<file path="config.mk">
export PLATFORM = sky130hd
export DESIGN_NAME = bounded_stack_sorted_insert
export DESIGN_NICKNAME = d
export VERILOG_FILES = /design/src/hw/rtl/bsi_pkg.sv /design/src/hw/rtl/bsi_mem.sv /design/src/hw/rtl/bsi_cmp.sv /design/src/hw/rtl/bounded_stack_sorted_insert.sv
export SDC_FILE = /design/constraint.sdc
export NUM_CORES = 1
export LEC_CHECK = 0
export BUFFER_PORTS_ARGS = -buffer_cell sky130_fd_sc_hd__buf_4
export CAP_MARGIN = 20
export CORE_UTILIZATION = 67
export DETAILED_ROUTE_END_ITERATION = 10
export GPL_ROUTABILITY_DRIVEN = 0
export PLACE_DENSITY = 0.85
export SYNTH_ARGS = -nofsm -noshare
export SYNTH_HDL_FRONTEND = slang
export SYNTH_HIERARCHICAL = 1
export SYNTH_SLANG_ARGS = --single-unit
</file>
<file path="constraint.sdc">
create_clock -name i_clk -period 8.7 [get_ports i_clk]
set_input_delay 0 -clock i_clk [delete_from_list [all_inputs] [get_ports i_clk]]
set_output_delay 0 -clock i_clk [all_outputs]
set_load 0.02 [all_outputs]
</file>
<file path="src/hw/rtl/bsi_pkg.sv">
// ----------------------------------------------------------------------------
// bsi_pkg - shared types and constants of the bounded sorted-insert stack
// Action codes, sequencer states and the compare result bundle.
// ----------------------------------------------------------------------------
`default_nettype none

package bsi_pkg;

    localparam int DEPTH_DEFAULT = 32;
    localparam int VAL_W         = 8;
    localparam int ACT_W         = 3;
    localparam int CNT_OUT_W     = 6;

    // Code 7 is not named; it behaves as a peek through the default arms.
    typedef enum logic [ACT_W-1:0] {
        ACT_PUSH        = 3'd0,
        ACT_POP         = 3'd1,
        ACT_SORTED      = 3'd2,
        ACT_SORTED_UNIQ = 3'd3,
        ACT_BOTTOM      = 3'd4,
        ACT_CLEAR       = 3'd5,
        ACT_PEEK        = 3'd6
    } t_action;

    typedef enum logic [2:0] {
        ST_IDLE,
        ST_SCAN,
        ST_SCAN_CMP,
        ST_SHIFT,
        ST_SHIFT_WR,
        ST_TOP,
        ST_TOP_WAIT
    } t_state;

    typedef struct packed {
        logic gt;   // operand strictly greater than the stored entry
        logic eq;   // operand equal to the stored entry
    } t_cmp;

endpackage

`default_nettype wire

</file>
<file path="src/hw/rtl/bsi_mem.sv">
// ----------------------------------------------------------------------------
// bsi_mem - entry store of the stack
// One write port and one read port with registered read data.
// ----------------------------------------------------------------------------
`default_nettype none

module bsi_mem
    import bsi_pkg::*;
#(
    parameter int DEPTH = DEPTH_DEFAULT,
    parameter int AW    = $clog2(DEPTH)
) (
    input  wire logic             i_clk,
    input  wire logic             i_we,
    input  wire logic [AW-1:0]    i_waddr,
    input  wire logic [VAL_W-1:0] i_wdata,
    input  wire logic             i_re,
    input  wire logic [AW-1:0]    i_raddr,
    output logic      [VAL_W-1:0] o_rdata
);

    logic [VAL_W-1:0] r_mem [DEPTH];
    logic [VAL_W-1:0] r_rdata;

    always_ff @(posedge i_clk) begin
        if (i_we) begin
            r_mem[i_waddr] <= i_wdata;
        end
    end

    always_ff @(posedge i_clk) begin
        if (i_re) begin
            r_rdata <= r_mem[i_raddr];
        end
    end

    assign o_rdata = r_rdata;

endmodule

`default_nettype wire

</file>
<file path="src/hw/rtl/bsi_cmp.sv">
// ----------------------------------------------------------------------------
// bsi_cmp - shared signed comparator
// Compares the held operand against the entry just read from the store.
// ----------------------------------------------------------------------------
`default_nettype none

module bsi_cmp
    import bsi_pkg::*;
(
    input  wire logic signed [VAL_W-1:0] i_a,
    input  wire logic signed [VAL_W-1:0] i_b,
    output t_cmp                         o_res
);

    always_comb begin
        o_res.gt = (i_a > i_b);
        o_res.eq = (i_a == i_b);
    end

endmodule

`default_nettype wire

</file>
<file path="src/hw/rtl/bounded_stack_sorted_insert.sv">
// ----------------------------------------------------------------------------
// bounded_stack_sorted_insert - bounded stack with sorted and bottom insert
// A small sequencer walks the entry store one entry at a time, sharing one
// signed comparator for the sorted scan and one read port for the shift.
// ----------------------------------------------------------------------------
//
//  Channel   Direction  Handshake              Payload
//  -------   ---------  ---------------------  --------------------------------
//  command   in         start high, busy low   i_action, i_value
//  result    out        o_strobe, one cycle    o_top_value, o_entry_count,
//                                              o_is_empty_flag, o_is_full_flag,
//                                              o_applied
//
// Each command is a transfer at the edge where start is high and busy is low.
// Pop, clear, peek and refused commands pass through the top read states
// ST_TOP and ST_TOP_WAIT to the strobe. An insert adds the final write, a
// read and a compare (ST_SCAN, ST_SCAN_CMP) for every compare of the sorted
// scan (plus one ST_SCAN when the scan reaches the bottom) and a read and a
// write for every entry lifted, through the single store port pair. A unique insert
// that meets an equal entry spends the scan states but has no final write.
// The strobe cycle is idle, so the next command may be taken in it.
// Reset (synchronous, active low) empties the stack; the store itself is not
// cleared, as only entries below the count are ever read.
// The receiver cannot stall: every result is presented for exactly one cycle.
// ----------------------------------------------------------------------------
`default_nettype none

module bounded_stack_sorted_insert
    import bsi_pkg::*;
#(
    parameter int DEPTH = DEPTH_DEFAULT
) (
    input  wire logic                    i_clk,
    input  wire logic                    i_rst_n,
    input  wire logic                    start,
    output logic                         busy,
    input  wire logic [ACT_W-1:0]        i_action,
    input  wire logic signed [VAL_W-1:0] i_value,
    output logic                         o_strobe,
    output logic signed [VAL_W-1:0]      o_top_value,
    output logic [CNT_OUT_W-1:0]         o_entry_count,
    output logic                         o_is_empty_flag,
    output logic                         o_is_full_flag,
    output logic                         o_applied
);

    // Store address width and the width of a counter that can hold DEPTH.
    localparam int AW = $clog2(DEPTH);
    localparam int CW = $clog2(DEPTH + 1);

    t_state                  r_state, n_state;
    t_action                 r_act, n_act;
    logic signed [VAL_W-1:0] r_val, n_val;
    logic [CW-1:0]           r_cnt, n_cnt;
    logic [CW-1:0]           r_pos, n_pos;    // insertion slot
    logic [CW-1:0]           r_idx, n_idx;    // slot being filled by the lift
    logic                    r_applied, n_applied;
    logic                    r_strobe, n_strobe;
    logic signed [VAL_W-1:0] r_top, n_top;

    logic                    w_accept;
    logic                    w_full;
    logic                    w_empty;
    logic [CW-1:0]           w_pos_m1;
    logic [CW-1:0]           w_idx_m1;
    logic [CW-1:0]           w_cnt_m1;

    logic                    mem_we;
    logic [AW-1:0]           mem_waddr;
    logic [VAL_W-1:0]        mem_wdata;
    logic                    mem_re;
    logic [AW-1:0]           mem_raddr;
    logic [VAL_W-1:0]        mem_rdata;
    t_cmp                    cmp_res;

    assign w_accept = start && !busy;
    assign w_full   = (r_cnt == CW'(DEPTH));
    assign w_empty  = (r_cnt == '0);
    assign w_pos_m1 = r_pos - 1'b1;
    assign w_idx_m1 = r_idx - 1'b1;
    assign w_cnt_m1 = r_cnt - 1'b1;

    bsi_mem #(
        .DEPTH (DEPTH),
        .AW    (AW)
    ) u_mem (
        .i_clk   (i_clk),
        .i_we    (mem_we),
        .i_waddr (mem_waddr),
        .i_wdata (mem_wdata),
        .i_re    (mem_re),
        .i_raddr (mem_raddr),
        .o_rdata (mem_rdata)
    );

    bsi_cmp u_cmp (
        .i_a   (r_val),
        .i_b   (signed'(mem_rdata)),
        .o_res (cmp_res)
    );

    // Next-state logic of the sequencer.
    always_comb begin
        n_state = r_state;
        case (r_state)
            ST_IDLE: begin
                if (w_accept) begin
                    case (t_action'(i_action))
                        ACT_PUSH, ACT_BOTTOM:        n_state = w_full ? ST_TOP : ST_SHIFT;
                        ACT_SORTED, ACT_SORTED_UNIQ: n_state = w_full ? ST_TOP : ST_SCAN;
                        default:                     n_state = ST_TOP;
                    endcase
                end
            end
            ST_SCAN: begin
                n_state = (r_pos == '0) ? ST_SHIFT : ST_SCAN_CMP;
            end
            ST_SCAN_CMP: begin
                if (cmp_res.gt) begin
                    n_state = ST_SCAN;
                end else if (r_act == ACT_SORTED_UNIQ && cmp_res.eq) begin
                    n_state = ST_TOP;
                end else begin
                    n_state = ST_SHIFT;
                end
            end
            ST_SHIFT: begin
                n_state = (r_idx == r_pos) ? ST_TOP : ST_SHIFT_WR;
            end
            ST_SHIFT_WR: n_state = ST_SHIFT;
            ST_TOP:      n_state = ST_TOP_WAIT;
            ST_TOP_WAIT: n_state = ST_IDLE;
            default:     n_state = ST_IDLE;
        endcase
    end

    // Datapath control and register next values.
    always_comb begin
        n_act     = r_act;
        n_val     = r_val;
        n_cnt     = r_cnt;
        n_pos     = r_pos;
        n_idx     = r_idx;
        n_applied = r_applied;
        n_strobe  = 1'b0;
        n_top     = r_top;
        mem_we    = 1'b0;
        mem_waddr = r_idx[AW-1:0];
        mem_wdata = mem_rdata;
        mem_re    = 1'b0;
        mem_raddr = w_idx_m1[AW-1:0];

        case (r_state)
            ST_IDLE: begin
                if (w_accept) begin
                    n_act     = t_action'(i_action);
                    n_val     = i_value;
                    n_applied = 1'b0;
                    n_pos     = r_cnt;
                    n_idx     = r_cnt;
                    case (t_action'(i_action))
                        ACT_POP: begin
                            if (!w_empty) begin
                                n_cnt     = w_cnt_m1;
                                n_applied = 1'b1;
                            end
                        end
                        ACT_BOTTOM: begin
                            n_pos = '0;
                        end
                        ACT_CLEAR: begin
                            if (!w_empty) begin
                                n_cnt     = '0;
                                n_applied = 1'b1;
                            end
                        end
                        default: begin
                        end
                    endcase
                end
            end
            ST_SCAN: begin
                // Fetch the entry just below the current slot.
                mem_re    = (r_pos != '0);
                mem_raddr = w_pos_m1[AW-1:0];
            end
            ST_SCAN_CMP: begin
                if (cmp_res.gt) begin
                    n_pos = w_pos_m1;
                end
            end
            ST_SHIFT: begin
                if (r_idx == r_pos) begin
                    // Lift complete: drop the new value into its slot.
                    mem_we    = 1'b1;
                    mem_waddr = r_pos[AW-1:0];
                    mem_wdata = r_val;
                    n_cnt     = r_cnt + 1'b1;
                    n_applied = 1'b1;
                end else begin
                    mem_re    = 1'b1;
                    mem_raddr = w_idx_m1[AW-1:0];
                end
            end
            ST_SHIFT_WR: begin
                mem_we    = 1'b1;
                mem_waddr = r_idx[AW-1:0];
                mem_wdata = mem_rdata;
                n_idx     = w_idx_m1;
            end
            ST_TOP: begin
                mem_re    = !w_empty;
                mem_raddr = w_cnt_m1[AW-1:0];
            end
            ST_TOP_WAIT: begin
                n_top    = w_empty ? '0 : signed'(mem_rdata);
                n_strobe = 1'b1;
            end
            default: begin
            end
        endcase
    end

    always_ff @(posedge i_clk) begin
        if (!i_rst_n) begin
            r_state   <= ST_IDLE;
            r_cnt     <= '0;
            r_strobe  <= 1'b0;
            r_applied <= 1'b0;
        end else begin
            r_state   <= n_state;
            r_cnt     <= n_cnt;
            r_strobe  <= n_strobe;
            r_applied <= n_applied;
        end
    end

    always_ff @(posedge i_clk) begin
        r_act <= n_act;
        r_val <= n_val;
        r_pos <= n_pos;
        r_idx <= n_idx;
        r_top <= n_top;
    end

    assign busy            = (r_state != ST_IDLE);
    assign o_strobe        = r_strobe;
    assign o_top_value     = r_top;
    assign o_entry_count   = CNT_OUT_W'(r_cnt);
    assign o_is_empty_flag = w_empty;
    assign o_is_full_flag  = w_full;
    assign o_applied       = r_applied;

    // A result is only presented straight after the top entry has been read.
    a_strobe_after_top: assert property (@(posedge i_clk) disable iff (!i_rst_n)
        o_strobe |-> $past(r_state) == ST_TOP_WAIT)
        else $error("result strobe without a preceding top read");

    // The count never exceeds the capacity of the store.
    a_cnt_bound: assert property (@(posedge i_clk) disable iff (!i_rst_n)
        r_cnt <= CW'(DEPTH))
        else $error("entry count beyond capacity");

    // An accepted command always makes the block busy on the next cycle.
    a_accept_busy: assert property (@(posedge i_clk) disable iff (!i_rst_n)
        w_accept |=> busy)
        else $error("command transfer did not start the sequencer");

    // An insert that was applied grows the stack by exactly one entry.
    a_insert_grows: assert property (@(posedge i_clk) disable iff (!i_rst_n)
        (r_state == ST_SHIFT && r_idx == r_pos) |=> r_cnt == $past(r_cnt) + 1'b1)
        else $error("insert did not grow the stack by one");

endmodule

`default_nettype wire

</file>
---- After elaboration in Yosys (flattened, before gate mapping) ----
Memories as Yosys holds them, arrays and structs flattened. A register that Yosys moved wholly into a read port is not among the register bits.
Cells that the tools add are included.
word-level totals
  register bits after elaboration ......... 42
  bits in writable memories ............... 256
  input port bits ......................... 14
  output and inout bits ................... 19
  logic and storage cells ................. 95
  memories ................................ 1
operators by class
  add/subtract/negate cells ............... 4
  $lt $le $gt $ge ......................... 1
  equality and inequality tests ........... 21
  mux-type cells .......................... 38
  reduce and logical (&&, ||, !) cells .... 21
memory list
  name         words  bits a word  rd ports  clocked after Yosys merged registers in  wr ports  line           text
  u_mem.r_mem  32     8            1         1                                        1         bsi_mem.sv:22  logic [VAL_W-1:0] r_mem [DEPTH];
operator list
  operator             number
  $mux 6               8
  $pmux 6 s2           4
  $pmux 3 s6           1
  $sub 6x1->6 const B  3
  $mux 8               2
  $eq 3x2->1 const B   5
  $eq 3x3->1 const B   5
  $mux 3               5
  $logic_not 6->1      2
  $mux 1               11
  $mux 5               2
  $pmux 5 s2           1
  $eq 8x8->1           1
  $gt 8x8->1           1
  $add 6x1->6 const B  1
  $eq 3x1->1 const B   2
  $eq 6x6->1           1
  $eq 6x6->1 const B   1
  $logic_not 3->1      2
  $ne 2x2->1 const B   3
  $ne 3x3->1 const B   2
  $pmux 3 s2           1
  $reduce_and 3->1     2
  $reduce_and 6->1     1
  10 further kinds     18

---- Logic depth before layout (Yosys ltp) ----
  depth after elaboration ................. 5
  depth in mapped cells ................... 12

---- Cells and area by module ----
Netlist, hierarchy kept.
modules (own cells, without submodules)
  module                       times used  cells each  area each (sq um)
  bsi_mem                      1           417         10,133.5
  bounded_stack_sorted_insert  1           253         2,488.6
  bsi_cmp                      1           30          211.5

---- Least setup slack after synthesis ----
OpenSTA, ideal clock, no wires.
  path type ............................... reg-to-reg
  start ................................... register r_cnt[0] (netlist: o_entry_count[0])
  end ..................................... register u_mem.r_rdata[0] (netlist: u_mem/o_rdata[0]), read port of u_mem.r_mem (data pin)
  setup time .............................. 0.260 ns
  arrival ................................. 3.088 ns
  data required time ...................... 8.440 ns
  path slack .............................. 5.352 ns
  stages on the path, launching flop included .. 13
  path buffers ............................ 3
  period minus slack after synthesis ...... 3.348 ns
  path through ............................ dfxtp_1 > buf_2 > inv_1 > ha_1 > xnor2_1 > a21oi_1 > nor2_1 > a21oi_1 > clkbuf_1 > buf_1 > mux4_2 > mux4_2 > mux2_2
on the way
  elaborated cells on any way between the ends .. 5
  those cells by class .................... add/sub: 1; mux: 2; reduce/logical: 2
RTL lines
  item                      line                                text
  start: declaration        bounded_stack_sorted_insert.sv:54   logic [CW-1:0] r_cnt, n_cnt;
  start signal: assignment  bounded_stack_sorted_insert.sv:232  r_cnt <= n_cnt;
  $sub 6x1->6               bounded_stack_sorted_insert.sv:81   assign w_cnt_m1 = r_cnt - 1'b1;
  $pmux 5 s2                bounded_stack_sorted_insert.sv:153  case (r_state)
  via mem_raddr[2]          bounded_stack_sorted_insert.sv:72   logic [AW-1:0] mem_raddr;
  end: declaration          bsi_mem.sv:23                       logic [VAL_W-1:0] r_rdata;
The timed path passes the listed nets, and every way through them passes these cells.
A chain may end at the register's enable or synchronous reset.

---- Final worst setup path ----
  start ................................... register r_cnt[0] (netlist: o_entry_count[0])
  end ..................................... register u_mem.r_rdata[3] (netlist: u_mem/o_rdata[3]), read port of u_mem.r_mem (data pin)
Same word-level chain as after synthesis.

==> results.yml <==
min_path:
  hold_path_class: "input pin to flop"
  holdPathStages: 2
placed_design:
  place_ws_ns: 4.36
  portBuffers: 32
  dpl_cell_area_um2: 13200
  dp_hpwl_um: 17300
pwr:
  leakagePower_nw: 4.67
  p_int_mw: 3.60
  p_sw_mw: 1.92
  vdd_drop_max_mv: 0.212
  clockPowerShare: 0.204
  pwr-share-comb: 0.414
  p_per_area_nw_per_um2: 386
  total_power_mw: 5.52
  seq_power_share: 0.382
  swShare: 0.348
routing:
  wl_per_cell_um: 29.5
  m1WireLength_um: 10600
  drt-initial-drc-count: 985
  firstDrtPassIters: 5
  highest-signal-layer: "met5"
  final_antenna_net_count: 0
  wl_met3_um: 3130
  totalWireLength_um: 29400
  vias_per_cell: 7.08
  vias: 7076
  wl_met2_um: 14800
  drc: 0
yosys:
  synth_seq_cells: 306
  synth_flop_cell: "edfxtp_1"
  synthAdderAreaFrac: 0.0117
  synth_fp_nets: 726
  yosysWarnings: 6
  synth_xor_area_frac: 0.0116
  synth_mux_area_frac: 0.158
  synth_cell_type_count: 62
  ys_seq_area_frac: 0.707
  synth_top_family_by_area: "multiplexers"
  synth-edff-count: 295
  synth_compound_area_frac: 0.0335
  synth-simple-area-share: 0.0548
  synth_area_per_cell_um2: 18.3
  syn_inst: 700
  async_reset_ff_frac: 0
  netlist_area_um2: 12800
sta:
  hold_viol: 0
  fin_crit_ns: 4.39
  drv_slew: 0
  rsz0062_at_grt: "false"
  final.setup.tns_ns: 0
  fmax_ghz: 0.228
  max_slew.worst_pin.slew_ns: 1.13
  finalCritPeriodShare: 0.505
  clock_skew_ns: 0.0167
  final-setup-viol-count: 0
  setup_ws_ns: 4.31
  max_slew_margin: 0.250
clocking:
  cts-root-buf: "clkbuf_16"
  post_cts_buffers: 0
  clk_pin_slew_ns: 0.07
  cts_sinks: 306
  cts_tree: "yes"
  numCtsBuffers: 29
  clk_latency_ns: 0.55
  clock_path_buffers: 3
  htree_levels: 1
flow_run:
  cap_violations: 0
floorplanning:
  start_util: 0.684
  dieWidth_um: 140
  die-area_um2: 19700
  coreArea_um2: 18800
  rows: 50
  pin_count: 33
  die_h_um: 140
global_route:
  grt_max_degree: 40
  grt.overflow.total: 0
  grt_pass1_vias: 6764
  grt_usage: 0.302
  antenna_found_initial: 1
  grt_pass1_wl_um: 42800
worst_setup_path:
  worst_path_max_delay_cell: "a21oi_4"
  required_ns: 9.00
  worstRegToRegCells: 10
  crit_type: "flop to flop"
  max_stage_delay_ns: 0.78
  endpoint_kind: "flop"
  cp_common_cell: "mux4_2"
  crit_arrival_ns: 4.69
  crit_path_start_kind: "flop"
  cp_max_fo: 39
  cp_cell_sequence: "inv_1 > ha_1 > xnor2_1 > a21oi_1 > nor2_1 > a21oi_4 > buf_4 > mux4_2 > mux4_2 > mux2_2"
outcome:
  run_status: "finished, final reports clean"
cells_and_area:
  post-route-util: 0.761
  final_layout_size_suffix_gt1_frac: 0.241
  fin_area_um2: 14300
  area_growth_pct: 11.3
  fin_nets: 771
  insertedDiodeCount: 0
  fillers: 960
cells by family after synthesis:
group	count (synthesis)
buffers and inverters	62
flip-flops	306
adder cells (fa/ha/maj)	12
XOR/XNOR	17
multiplexers	101
AND/OR/NAND/NOR	137
AO/OA/AOI/OAI	65
cells in the final DEF, fill, tap and decap left out, types with 3 or more instances in the layout:
cell | synthesis | routed
a21o_1 | 3 | 3
a21oi_1 | 23 | 20
a22o_1 | 3 | 3
and3_1 | 4 | 4
buf_16 | 0 | 4
buf_4 | 8 | 37
clkbuf_1 | 13 | 8
clkbuf_16 | 0 | 29
clkinv_1 | 1 | 6
clkinv_2 | 0 | 7
dfxtp_1 | 11 | 11
dlygate4sd3_1 | 0 | 13
edfxtp_1 | 295 | 295
ha_1 | 12 | 12
inv_1 | 21 | 21
mux2_1 | 7 | 7
mux2_2 | 9 | 9
mux2i_1 | 5 | 5
mux4_2 | 80 | 80
nand2_1 | 26 | 26
nand3_1 | 6 | 6
nand3b_1 | 8 | 8
nand4_1 | 3 | 3
nor2_1 | 55 | 55
nor2b_1 | 10 | 10
nor3_1 | 3 | 3
nor3b_1 | 4 | 4
o21ai_0 | 12 | 12
o221ai_1 | 3 | 3
or3b_2 | 3 | 3
xnor2_1 | 10 | 10
xor2_1 | 7 | 7
cells in the mapped netlist, drive strengths merged, types with 2 or more instances:
library cell  count  area share
a21o              3      0.0018
a21oi            24      0.0097
a221o             2      0.0016
a22o              3      0.0020
a311oi            2      0.0019
and2              2     0.00097
and3              4      0.0019
buf              27       0.012
clkbuf           13      0.0038
dfxtp            11       0.017
edfxtp          295        0.69
ha               12       0.012
inv              21      0.0061
mux2             16       0.014
mux2i             5      0.0039
mux4             80        0.14
nand2            27      0.0081
nand2b            2     0.00097
nand3             6      0.0023
nand3b            8      0.0047
nand4             3      0.0015
nor2             55       0.016
nor2b            10      0.0049
nor3              4      0.0019
nor3b             5      0.0033
o211ai            2      0.0012
o21ai            14      0.0058
o221ai            3      0.0020
o22ai             2     0.00097
or3b              3      0.0020
xnor2            10      0.0068
xor2              7      0.0048
metrics by stage:
step | hold WS [ns] | cells
detailed placement | 0.180 | 931
global route | 0.181 | 999
finish | 0.184 | 999
global placement | 0.180 | 931
CTS | 0.170 | 995
floorplan | 0.0989 | 700
repair_timing:
item                      in CTS  in global routing
resized for setup              0                  0
hold endpoints to repair      22                  0
hold buffers                  13                  0
worst paths after layout:
kind / startpoint / end / slack, ns
max: o_entry_count[0]$_SDFFE_PN0P_ / u_mem/o_rdata[3]$_DFFE_PP_ / 4.31
min: i_value[7] / r_val[7]$_DFFE_PP_ / 0.18
max reg2reg: o_entry_count[0]$_SDFFE_PN0P_ / u_mem/o_rdata[3]$_DFFE_PP_ / 4.31
min reg2reg: o_applied$_SDFFE_PN0P_ / o_applied$_SDFFE_PN0P_ / 0.48
state kept, by name, indices dropped and copies added (netlist names), 3 cells and up:
register,count
o_entry_count,6
o_top_value,8
r_act,3
r_idx,6
r_pos,6
r_state,3
r_val,8
u_mem/o_rdata,8
u_mem/r_mem,256
critical path, delay by kind of cell (launching register included):
family	cells	cell delay, ns
compound gates	2	0.96
xor+xnor	1	0.14
fa+ha+maj	1	0.29
buf+inv	2	0.81
flops	1	0.53
mux	3	1.30
simple gates	1	0.09
per-layer routing:
metal | vias to the layer above | track usage
li1 | 2877 | -
met1 | 3585 | 0.429
met2 | 531 | 0.500
met3 | 81 | 0.0499
met4 | 2 | 0.0758
met5 | - | 0
area by class of cell:
cell class / count / area (um^2) / area share
clock buffer: 37 / 756 / 0.0529
tap: 234 / 293 / 0.0205
multi-input combinational: 332 / 3490 / 0.244
timing repair buffer: 54 / 518 / 0.0363
inverter: 22 / 82.6 / 0.00578
clock inverter: 14 / 70.1 / 0.00490
sequential: 306 / 9080 / 0.635
power by group through the flow:
stage | Clock (mW) | Combinational, mW | Sequential (mW)
finish | 1.13 | 2.29 | 2.11
global route | 1.19 | 2.41 | 2.12
CTS | 1.13 | 2.19 | 2.11
detailed placement | 0 | 2.15 | 2.13
global placement | 0 | 2.05 | 2.12
floorplan | 0 | 1.62 | 2.06
Power figures use the tool's default switching activity.
